## config.mk

```make
export PLATFORM = sky130hd
export DESIGN_NAME = timed_servo_ramp_unit
export DESIGN_NICKNAME = d
export VERILOG_FILES = /design/src/rtl/core/tsr_pkg.sv /design/src/rtl/core/tsr_div.sv /design/src/rtl/core/timed_servo_ramp_unit.sv
export SDC_FILE = /design/constraint.sdc
export NUM_CORES = 1
export LEC_CHECK = 0
export BUFFER_PORTS_ARGS = -buffer_cell sky130_fd_sc_hd__buf_4
export CAP_MARGIN = 30
export CORE_MARGIN = 3
export CORE_UTILIZATION = 35
export DETAILED_ROUTE_END_ITERATION = 12
export GPL_ROUTABILITY_DRIVEN = 0
export SLEW_MARGIN = 20
export SYNTH_ARGS = -nofsm -noshare
export SYNTH_HDL_FRONTEND = slang
export SYNTH_HIERARCHICAL = 1
export SYNTH_SLANG_ARGS = --single-unit
```

## constraint.sdc

```tcl
create_clock -name clk_i -period 4.5 [get_ports clk_i]
set_clock_uncertainty 0.05 [all_clocks]
set_input_delay 0.45 -clock clk_i [delete_from_list [all_inputs] [get_ports clk_i]]
set_output_delay 0.45 -clock clk_i [all_outputs]
set_load 0.01 [all_outputs]
```

## src/rtl/core/tsr_pkg.sv

```systemverilog
package tsr_pkg;

  // fixed field widths of the transfer payloads
  localparam int unsigned PortW   = 2;
  localparam int unsigned PosFldW = 11;
  localparam int unsigned DurW    = 16;

  // shared divider widths
  localparam int unsigned DivW    = DurW;
  localparam int unsigned DvsW    = DurW + 1;
  localparam int unsigned DivCntW = $clog2(DivW + 1);

  // request kinds
  localparam logic REQ_MOVE = 1'b0;
  localparam logic REQ_TICK = 1'b1;

  typedef struct packed {
    logic               req_type;
    logic [PortW-1:0]   servo_port;
    logic [PosFldW-1:0] target_position;
    logic [DurW-1:0]    duration_ms;
  } in_item_t;

  typedef struct packed {
    logic [PortW-1:0]   out_port;
    logic [PosFldW-1:0] out_position;
    logic               last;
  } out_item_t;

  // divider request and response
  typedef struct packed {
    logic            start;
    logic [DivW-1:0] dividend;
    logic [DvsW-1:0] divisor;
  } div_req_t;

  typedef struct packed {
    logic            done;
    logic [DivW-1:0] quotient;
  } div_rsp_t;

endpackage

```

## src/rtl/core/tsr_div.sv

```systemverilog
module tsr_div (
  input  logic               clk_i,
  input  logic               rst_ni,
  input  tsr_pkg::div_req_t  req_i,
  output tsr_pkg::div_rsp_t  rsp_o
);

  logic                         run_q, run_d;
  logic [tsr_pkg::DivCntW-1:0]  cnt_q, cnt_d;
  logic [tsr_pkg::DivW-1:0]     rem_q, rem_d;
  logic [tsr_pkg::DivW-1:0]     quo_q, quo_d;
  logic [tsr_pkg::DvsW-1:0]     dvs_q, dvs_d;
  logic [tsr_pkg::DvsW-1:0]     trial;
  logic [tsr_pkg::DvsW-1:0]     diff;
  logic                         fits;

  // one restoring step: shift in the next dividend bit, subtract if it fits
  assign trial = {rem_q, quo_q[tsr_pkg::DivW-1]};
  assign diff  = trial - dvs_q;
  assign fits  = (trial >= dvs_q);

  // sequencing of the quotient bits
  always_comb begin
    run_d = run_q;
    cnt_d = cnt_q;
    rem_d = rem_q;
    quo_d = quo_q;
    dvs_d = dvs_q;
    if (req_i.start) begin
      run_d = 1'b1;
      cnt_d = tsr_pkg::DivCntW'(tsr_pkg::DivW);
      rem_d = '0;
      quo_d = req_i.dividend;
      dvs_d = req_i.divisor;
    end else if (run_q && (cnt_q != '0)) begin
      cnt_d = cnt_q - tsr_pkg::DivCntW'(1);
      rem_d = fits ? diff[tsr_pkg::DivW-1:0] : trial[tsr_pkg::DivW-1:0];
      quo_d = {quo_q[tsr_pkg::DivW-2:0], fits};
    end else if (run_q) begin
      run_d = 1'b0;
    end
  end

  always_ff @(posedge clk_i or negedge rst_ni) begin
    if (!rst_ni) begin
      run_q <= 1'b0;
      cnt_q <= '0;
    end else begin
      run_q <= run_d;
      cnt_q <= cnt_d;
    end
  end

  always_ff @(posedge clk_i) begin
    rem_q <= rem_d;
    quo_q <= quo_d;
    dvs_q <= dvs_d;
  end

  assign rsp_o.done     = run_q && (cnt_q == '0);
  assign rsp_o.quotient = quo_q;

endmodule

```

## src/rtl/core/timed_servo_ramp_unit.sv

```systemverilog
// channel  | direction | handshake                 | payload
// ---------+-----------+---------------------------+----------------------------
// in       | to unit   | in_valid_i / in_ready_o   | in_data_i  (move or ms tick)
// out      | from unit | out_valid_o / out_ready_i | out_data_o (port, pos, last)
//
// a tick or a command that gives no position leaves the unit idle; one that
// gives a position waits in the emit state for the output register to free up.
// a move with a nonzero duration runs three divisions in turn on the single
// 16-bit restoring divider (step size, step count, step period), then stages
// its first position, with any wait for the output register.
// reset sets every port to mid-scale and leaves the unit idle with no move.
// in_ready_o is low while a command is worked on or a result waits to be
// staged; a held output register does not block the next input transfer.
module timed_servo_ramp_unit #(
  parameter int unsigned SERVO_PORTS   = 4,
  parameter int unsigned POSITION_BITS = 11
) (
  input  logic               clk_i,
  input  logic               rst_ni,
  input  logic               in_valid_i,
  output logic               in_ready_o,
  input  tsr_pkg::in_item_t  in_data_i,
  output logic               out_valid_o,
  input  logic               out_ready_i,
  output tsr_pkg::out_item_t out_data_o
);

  localparam int unsigned PosW = POSITION_BITS;
  localparam int unsigned IdxW = (SERVO_PORTS > 1) ? $clog2(SERVO_PORTS) : 1;
  localparam logic [PosW-1:0] PosReset = {1'b1, {(PosW-1){1'b0}}};

  localparam logic [2:0] StIdle      = 3'd0;
  localparam logic [2:0] StDivStep   = 3'd1;
  localparam logic [2:0] StDivCount  = 3'd2;
  localparam logic [2:0] StDivPeriod = 3'd3;
  localparam logic [2:0] StEmit      = 3'd4;

  logic [2:0]                 state_q, state_d;
  logic [PosW-1:0]            pos_tab_q [SERVO_PORTS];
  logic                       busy_q, busy_d;
  logic                       out_valid_q, out_valid_d;
  tsr_pkg::out_item_t         out_data_q, out_data_d;
  tsr_pkg::out_item_t         pend_q, pend_d;
  logic [tsr_pkg::PortW-1:0]  act_port_q, act_port_d;
  logic [PosW-1:0]            goal_q, goal_d;
  logic                       up_q, up_d;
  logic [PosW-1:0]            step_q, step_d;
  logic [tsr_pkg::DurW-1:0]   period_q, period_d;
  logic [PosW-1:0]            total_q, total_d;
  logic [PosW-1:0]            index_q, index_d;
  logic [tsr_pkg::DurW-1:0]   tick_q, tick_d;
  logic [PosW-1:0]            run_pos_q, run_pos_d;
  logic [PosW-1:0]            dist_q, dist_d;
  logic [tsr_pkg::DurW-1:0]   dur_q, dur_d;

  logic                       accept;
  logic                       port_ok;
  logic [IdxW-1:0]            cmd_idx;
  logic [PosW-1:0]            cur;
  logic [PosW-1:0]            target;
  logic                       up_cmd;
  logic [PosW-1:0]            dist_cmd;
  logic [tsr_pkg::DurW-1:0]   tick_inc;
  logic [PosW-1:0]            step_pos;
  logic [PosW-1:0]            step_nxt;
  logic                       wr_en;
  logic [IdxW-1:0]            wr_idx;
  logic [PosW-1:0]            wr_pos;
  tsr_pkg::div_req_t          div_req;
  tsr_pkg::div_rsp_t          div_rsp;

  tsr_div u_div (
    .clk_i  (clk_i),
    .rst_ni (rst_ni),
    .req_i  (div_req),
    .rsp_o  (div_rsp)
  );

  assign in_ready_o = (state_q == StIdle);
  assign accept     = in_valid_i && in_ready_o;

  // command decode and distance
  assign port_ok  = (32'(in_data_i.servo_port) < SERVO_PORTS);
  assign cmd_idx  = IdxW'(in_data_i.servo_port);
  assign cur      = pos_tab_q[cmd_idx];
  assign target   = PosW'(in_data_i.target_position);
  assign up_cmd   = (target > cur);
  assign dist_cmd = up_cmd ? (target - cur) : (cur - target);

  // ramp stepping
  assign tick_inc = tick_q + tsr_pkg::DurW'(1);
  assign step_pos = up_q ? (run_pos_q + step_q) : (run_pos_q - step_q);
  assign step_nxt = PosW'(div_rsp.quotient) + PosW'(1);

  // sequencer
  always_comb begin
    state_d     = state_q;
    busy_d      = busy_q;
    out_valid_d = out_valid_q && !out_ready_i;
    out_data_d  = out_data_q;
    pend_d      = pend_q;
    act_port_d  = act_port_q;
    goal_d      = goal_q;
    up_d        = up_q;
    step_d      = step_q;
    period_d    = period_q;
    total_d     = total_q;
    index_d     = index_q;
    tick_d      = tick_q;
    run_pos_d   = run_pos_q;
    dist_d      = dist_q;
    dur_d       = dur_q;
    wr_en       = 1'b0;
    wr_idx      = IdxW'(act_port_q);
    wr_pos      = step_pos;
    div_req     = '0;
    unique case (state_q)
      StIdle: begin
        if (accept && (in_data_i.req_type == tsr_pkg::REQ_TICK)) begin
          if (busy_q) begin
            if (tick_inc < period_q) begin
              tick_d = tick_inc;
            end else begin
              tick_d  = '0;
              wr_en   = 1'b1;
              state_d = StEmit;
              pend_d.out_port = act_port_q;
              if (index_q < total_q) begin
                index_d             = index_q + PosW'(1);
                run_pos_d           = step_pos;
                wr_pos              = step_pos;
                pend_d.out_position = tsr_pkg::PosFldW'(step_pos);
                pend_d.last         = 1'b0;
              end else begin
                busy_d              = 1'b0;
                wr_pos              = goal_q;
                pend_d.out_position = tsr_pkg::PosFldW'(goal_q);
                pend_d.last         = 1'b1;
              end
            end
          end
        end else if (accept && !busy_q && port_ok && (cur != target)) begin
          if (in_data_i.duration_ms == '0) begin
            // zero duration: jump straight to the target
            wr_en               = 1'b1;
            wr_idx              = cmd_idx;
            wr_pos              = target;
            pend_d.out_port     = in_data_i.servo_port;
            pend_d.out_position = tsr_pkg::PosFldW'(target);
            pend_d.last         = 1'b1;
            state_d             = StEmit;
          end else begin
            act_port_d       = in_data_i.servo_port;
            goal_d           = target;
            up_d             = up_cmd;
            run_pos_d        = cur;
            dist_d           = dist_cmd;
            dur_d            = in_data_i.duration_ms;
            // step size = dist / (dur + 1) + 1
            div_req.start    = 1'b1;
            div_req.dividend = tsr_pkg::DivW'(dist_cmd);
            div_req.divisor  = tsr_pkg::DvsW'(in_data_i.duration_ms) + tsr_pkg::DvsW'(1);
            state_d          = StDivStep;
          end
        end
      end
      StDivStep: begin
        if (div_rsp.done) begin
          step_d           = step_nxt;
          div_req.start    = 1'b1;
          div_req.dividend = tsr_pkg::DivW'(dist_q);
          div_req.divisor  = tsr_pkg::DvsW'(step_nxt);
          state_d          = StDivCount;
        end
      end
      StDivCount: begin
        if (div_rsp.done) begin
          total_d          = PosW'(div_rsp.quotient);
          div_req.start    = 1'b1;
          div_req.dividend = dur_q;
          div_req.divisor  = tsr_pkg::DvsW'(div_rsp.quotient);
          state_d          = StDivPeriod;
        end
      end
      StDivPeriod: begin
        if (div_rsp.done) begin
          period_d            = div_rsp.quotient;
          index_d             = '0;
          tick_d              = '0;
          busy_d              = 1'b1;
          pend_d.out_port     = act_port_q;
          pend_d.out_position = tsr_pkg::PosFldW'(run_pos_q);
          pend_d.last         = 1'b0;
          state_d             = StEmit;
        end
      end
      StEmit: begin
        if (!out_valid_q || out_ready_i) begin
          out_valid_d = 1'b1;
          out_data_d  = pend_q;
          state_d     = StIdle;
        end
      end
      default: begin
        state_d = StIdle;
      end
    endcase
  end

  // control state and per-port positions
  always_ff @(posedge clk_i or negedge rst_ni) begin
    if (!rst_ni) begin
      state_q     <= StIdle;
      busy_q      <= 1'b0;
      out_valid_q <= 1'b0;
      for (int i = 0; i < SERVO_PORTS; i++) begin
        pos_tab_q[i] <= PosReset;
      end
    end else begin
      state_q     <= state_d;
      busy_q      <= busy_d;
      out_valid_q <= out_valid_d;
      if (wr_en) begin
        pos_tab_q[wr_idx] <= wr_pos;
      end
    end
  end

  // move datapath
  always_ff @(posedge clk_i) begin
    out_data_q <= out_data_d;
    pend_q     <= pend_d;
    act_port_q <= act_port_d;
    goal_q     <= goal_d;
    up_q       <= up_d;
    step_q     <= step_d;
    period_q   <= period_d;
    total_q    <= total_d;
    index_q    <= index_d;
    tick_q     <= tick_d;
    run_pos_q  <= run_pos_d;
    dist_q     <= dist_d;
    dur_q      <= dur_d;
  end

  assign out_valid_o = out_valid_q;
  assign out_data_o  = out_data_q;

endmodule

```

Yosys cells after proc, flatten, opt, wreduce, memory -nomap -nowiden
Index checks and enable logic that the tools add are counted.
{ "totals": {"regBits": 249, "latchBits": 0, "mem_bits_rw": 0, "rom_bits": 0, "in_bits": 34, "output_inout_bits": 16, "wordCells": 183, "n_memories": 0} }
{ "op_classes": {"n_addsub": 10, "n_mul": 0, "n_div": 0, "order_cmp": 7, "eq_ne": 22, "shifts": 0, "muxes": 81, "n_bitwise": 4, "n_reduce_logical": 30} }
{ "ops": {"columns": ["cell", "count"], "rows": [
  ["two-way mux 11 bit", 23],
  ["two-way mux 34 bit", 5],
  ["two-way mux 16 bit", 7],
  ["one-hot mux 34 bit (3 select lines)", 1],
  ["two-way mux 14 bit", 6],
  ["bitwise mux 44 bit", 1],
  ["subtractor 11 bit", 3],
  ["one-hot mux 16 bit (2 select lines)", 1],
  ["one-hot mux 14 bit (2 select lines)", 1],
  ["two-way mux 3 bit", 9],
  ["adder 11 x 1 -> 11 bit, second input constant", 2],
  ["binary-select mux 11 bit (select 2 bit)", 1],
  ["demux 11 bit (select 2 bit)", 1],
  ["one-hot mux 11 bit (2 select lines)", 1],
  ["inequality test 2 bit, second input constant", 9],
  ["AND reduction 6 bit", 3],
  ["adder 16 x 1 -> 17 bit, second input constant", 1],
  [">= comparator 17 bit", 1],
  ["adder 16 x 1 -> 16 bit, second input constant", 1],
  ["logical NOT 16 bit", 1],
  ["< comparator 16 bit", 1],
  ["subtractor 16 bit", 1],
  ["two-way mux 1 bit", 15],
  ["one-hot mux 3 bit (5 select lines)", 1],
  ["30 further kinds", 58]
]} }

Logic depth before layout (Yosys ltp)
{ "logic_depth": {"word_depth": 15, "depth_mapped": 16, "ltp_nobuf": 16} }

Hierarchy
The synthesis kept the hierarchy.
{ "modules_own_cells": {"columns": ["mod", "instances", "cells_per_inst", "area_per_inst_um2", "seq_area_each_um2"], "rows": [
  ["timed_servo_ramp_unit", 1, 985, 11157.0, 5585.4],
  ["tsr_div", 1, 321, 3301.9, 1461.4]
]} }

Worst setup path before layout
OpenSTA, ideal clock, no wires.
{ "synth_timing": {"kind": "in2reg", "startpoint": "input in_data_i[27] in the netlist's numbering", "endpoint": "register u_div/quo_q[0] in the netlist's numbering, enable pin", "setup_ps": 375, "t_arrival_ps": 4319, "t_required_ps": 4075, "slack_ps": -243, "path_stages": 14, "path_buffers": 5, "path_cell_list": "clkbuf_1 -> buf_2 -> mux4_2 -> ha_1 -> buf_2 -> nand4_1 -> nor4_2 -> nor4_1 -> nand2_1 -> inv_1 -> or3_1 -> clkbuf_1 -> clkbuf_1 -> nand2b_1"} }
{ "synth_rtl": {"columns": ["element", "line_no", "text"], "rows": [
  ["from (decl)", "timed_servo_ramp_unit.sv:22", "input tsr_pkg::in_item_t in_data_i,"],
  ["to (signal assigned)", "tsr_div.sv:56", "quo_q <= quo_d;"],
  ["to (decl)", "tsr_div.sv:11", "logic [tsr_pkg::DivW-1:0] quo_q, quo_d;"]
]} }

Final worst setup path
{ "layout_timing": {"startpoint": "register tick_q[2] in the netlist's numbering", "endpoint": "register pos_tab_q[40] in the netlist's numbering"} }
{ "layout_between": {"elab_chain_len": 7, "word_cells_on_any_way": 11, "classes_between": "add/sub: 1; order compare: 1; mux: 9"} }
{ "layout_rtl": {"columns": ["element", "line_no", "text"], "rows": [
  ["from (decl)", "timed_servo_ramp_unit.sv:51", "logic [tsr_pkg::DurW-1:0] tick_q, tick_d;"],
  ["from (signal assigned)", "timed_servo_ramp_unit.sv:240", "tick_q <= tick_d;"],
  ["adder 16 x 1 -> 16 bit *", "timed_servo_ramp_unit.sv:91", "assign tick_inc = tick_q + tsr_pkg::DurW'(1);"],
  ["named net tick_inc, one bit", "timed_servo_ramp_unit.sv:63", "logic [tsr_pkg::DurW-1:0] tick_inc;"],
  ["< comparator 16 bit *", "timed_servo_ramp_unit.sv:121", "if (tick_inc < period_q) begin"],
  ["two-way mux 11 bit", "timed_servo_ramp_unit.sv:121", null],
  ["two-way mux 11 bit", "timed_servo_ramp_unit.sv:120", "if (busy_q) begin"],
  ["two-way mux 11 bit", "timed_servo_ramp_unit.sv:119", "if (accept && (in_data_i.req_type == tsr_pkg::REQ_TICK)) begin"],
  ["two-way mux 11 bit", "timed_servo_ramp_unit.sv:117", "unique case (state_q)"],
  ["bitwise mux 44 bit", "timed_servo_ramp_unit.sv:224", "pos_tab_q[wr_idx] <= wr_pos;"],
  ["to (signal, indexed assignment)", "timed_servo_ramp_unit.sv:217", "pos_tab_q[i] <= PosReset;"],
  ["to (signal, indexed assignment)", "timed_servo_ramp_unit.sv:224", null],
  ["to (decl)", "timed_servo_ramp_unit.sv:39", "logic [PosW-1:0] pos_tab_q [SERVO_PORTS];"]
]} }
Mark *: on every way through the listed nets, which the timed path passes. The rest lies on a longest branch.
A chain may end at the register's enable or synchronous reset.

==> results by group <==
Outcome
  – Status: completed

Setup path
  – CP endpoint kind: register
  – Critical path data arrival time: 4440 ps
  – Worst R2R Start: tick_q[2]
  – Critical path required time: 4870 ps
  – Reg2Reg Capture Point: pos_tab_q[40]
  – R2R cell count: 15
  – Worst-path fanout max: 10
  – R2R setup slack: 430 ps
  – Critical path class: register to register
  – CP Launch Type: register

Flow run
  – Max cap viols: 0

Die
  – DIE WIDTH: 209 µm
  – Die Area: 43800 µm²
  – Core Footprint: 40300 µm²
  – Row count: 73
  – Die span in y: 209 µm
  – Initial Util: 0.359
  – # IOs: 50

Global route
  – Vias in the first global route: 10200
  – Grt ovf: 0
  – Global Route Usage Sum: 0.158
  – Number of antenna violations at the first check in global routing: 0
  – First-pass GRT wire length: 56300 µm
  – Largest net degree at the start of global routing: 56

Clock network
  – CTS tree: yes
  – CTS Sinks: 249
  – CTS H-tree depth: 1
  – CTS root buffer: clkbuf_16
  – Clock buffer depth: 3
  – Clk pin slew, worst setup/hold paths: 60 ps
  – Cts bufs inserted: 27
  – Clock Latency Late Sink: 530 ps

Yosys
  – Yosys Warn Count: 6
  – Synthesized Nets: 1428
  – Avg Inst Size Synth: 11.1 µm²
  – Count leader, synth: edfxtp_1
  – Ys flop type: edfxtp_1
  – Top cells by area, synth: edfxtp_1 37%, dfrtp_1 8.8%, ha_1 7.3%
  – Post-synthesis instance area: 14500 µm²
  – Yosys top cell area share: 0.370
  – Post-synthesis sequential area ratio: 0.487
  – Number of synthesized register bits: 249
  – Synth cell count leaders: 178 x edfxtp_1, 98 x inv_1, 88 x nor2_1, 84 x ha_1, 82 x nand2_1
  – Post-synth EDFFs: 178
  – Post-Syn Instances: 1306
  – Async SR Flop Fraction: 0.221
  – Largest area contributor in the netlist: edfxtp_1
  – Synth unique cells: 87

Placement
  – Detail Placement HPWL: 25800 µm
  – I/O Buffers: 49

Timing
  – Period Utilization, post-route: 0.904
  – Final Max Slew Viols: 0
  – Max Fclk: 0.246 GHz
  – RSZ-0062 raised after global routing: false
  – Worst-Margin Slew: 839 ps
  – Fin crit period: 4070 ps
  – Hold Vio Cnt, Final: 0
  – Fin Setup TNS: 0 ps
  – Slew headroom: 0.438
  – # setup viols final: 0
  – Fin Hold WS: 96.2 ps

Routing
  – Average wire per standard cell: 18.6 µm
  – DR pass1 iterations: 5
  – Via density: 5.35
  – DR iter-0 viols: 780
  – DRC: 0
  – Final Routed Wirelength: 35300 µm
  – Via count: 10200
  – Final ANT Viol Nets: 0

Worst hold path
  – Hold crit path type: primary input to register
  – Min-delay src: in_data_i[6]
  – Hold Path Cell Cnt: 1
  – Hold Path Sink: dur_q[6]

Cells and area
  – # diodes: 0
  – Share of cells above drive strength 1: 0.161
  – Core Util, Final: 0.405
  – Area grow syn2layout: 12.8%
  – Filler Cells Inserted: 3776
  – Final Net Count: 1478

Pwr
  – PD cells: 519 nW/µm²
  – Power Total: 8.47 mW
  – Maximum vdd ir drop: 0.230 mV
  – P_leak: 6.60 nW
-- layout by cell type, fill, tap and decap left out, drive strengths merged, types with 13 or more instances in the layout --
cell type and n:
nand2b 13, nand2 84, edfxtp 178, o21ai 83, nand3 50, ha 84, and3 25, dfrtp 51
mux2i 19, nor3 13, nor2b 13, nor2 89, a21oi 49, xnor2 49, xor2 36, mux2 64
a21o 24, clkbuf 34, buf 78, inv 98, nor4 14, a22oi 24, dfxtp 16
-- layout make-up --
cell class / count / area, µm² / area share
Clock buffer: 34 / 743 / 0.0456
Clock inverter: 14 / 115 / 0.00706
Inverter: 98 / 368 / 0.0226
Multi-Input combinational cell: 901 / 6780 / 0.416
Sequential cell: 249 / 7050 / 0.432
Tap cell: 525 / 657 / 0.0403
Timing Repair Buffer: 79 / 596 / 0.0365
-- logic make-up (layout without fill, tap and decap cells) --
group	Yosys count	after routing	synth area share
XOR/XNOR	85	85	0.0515
multiplexers	94	94	0.0801
flip-flops	249	249	0.487
buffers and inverters	156	225	0.0445
AND/OR/NAND/NOR	351	351	0.122
AO/OA/AOI/OAI	283	283	0.137
adder cells (fa/ha/maj)	88	88	0.0782
-- report_power, final --
group	total, mW	switching, mW	leakage, nW	internal, mW
Clock	2.16	0.892	0.430	1.27
Sequential	3.37	0.359	2.52	3.01
Combinational	2.94	1.75	3.65	1.19
Total	8.47	3.00	6.60	5.47
-- metrics by stage --
stage               instances  setup slack, ps  area [µm²]
floorplan                1306              127       14500
global placement         1850              283       15400
detailed placement       1851              294       15400
CTS                      1900              312       16300
global route             1900             82.7       16300
finish                   1900              432       16300
-- flip-flops by register name, summed over array words and instances (netlist names), 11 cells and up --
signal,count
step_q,11
dur_q,16
pos_tab_q,44
tick_q,16
u_div/rem_q,16
u_div/quo_q,16
period_q,16
run_pos_q,11
dist_q,11
total_q,11
goal_q,11
u_div/dvs_q,17
index_q,11
pend_q,14
out_data_o,14
-- what timing repair did --
item | CTS | global route
endpoints found under the hold margin | 51 | 0
endpoints found under the setup margin | 0 | 24
hold buffers | 1 | 0
setup buffers | 0 | 0
resized for setup | 0 | 1
-- worst max-delay path by stage --
stage / start / end / slack [ps] / cells after the start
after floorplan: in_data_i[27] / u_div/quo_q[0] / 130 / 14
after global placement: in_data_i[27] / u_div/quo_q[14] / 280 / 11
after global routing: tick_q[2] / pos_tab_q[41] / 80 / 15
after CTS: tick_q[2] / pos_tab_q[40] / 310 / 15
after detailed placement: in_data_i[27] / u_div/quo_q[1] / 290 / 11
final: tick_q[2] / pos_tab_q[40] / 430 / 15
-- critical path: stages, from the launching register on --
cell       delay (ps)
edfxtp_1          400
nand3_1           140
nor3_2            230
and4_1            250
and2_1            170
nand3_1           100
xnor2_1           230
ha_1              300
a211oi_1          330
nand2_1           150
a2111oi_4         410
nand2_1           120
and3_1            240
nand2_2           250
o32a_1            250
mux2_2            340
-- routing by layer --
| layer | routed length [µm] | track usage | part of all wire | vias to the layer above |
|---|---|---|---|---|
| li1 | - | - | - | 4909 |
| met1 | 16100 | 0.222 | 0.46 | 4958 |
| met2 | 16600 | 0.258 | 0.47 | 242 |
| met3 | 1750 | 0.0217 | 0.049 | 49 |
| met4 | 800 | 0.0406 | 0.023 | 0 |
| met5 | 0 | 0 | 0 | - |
Note: power is estimated with default switching activity, not from simulation.
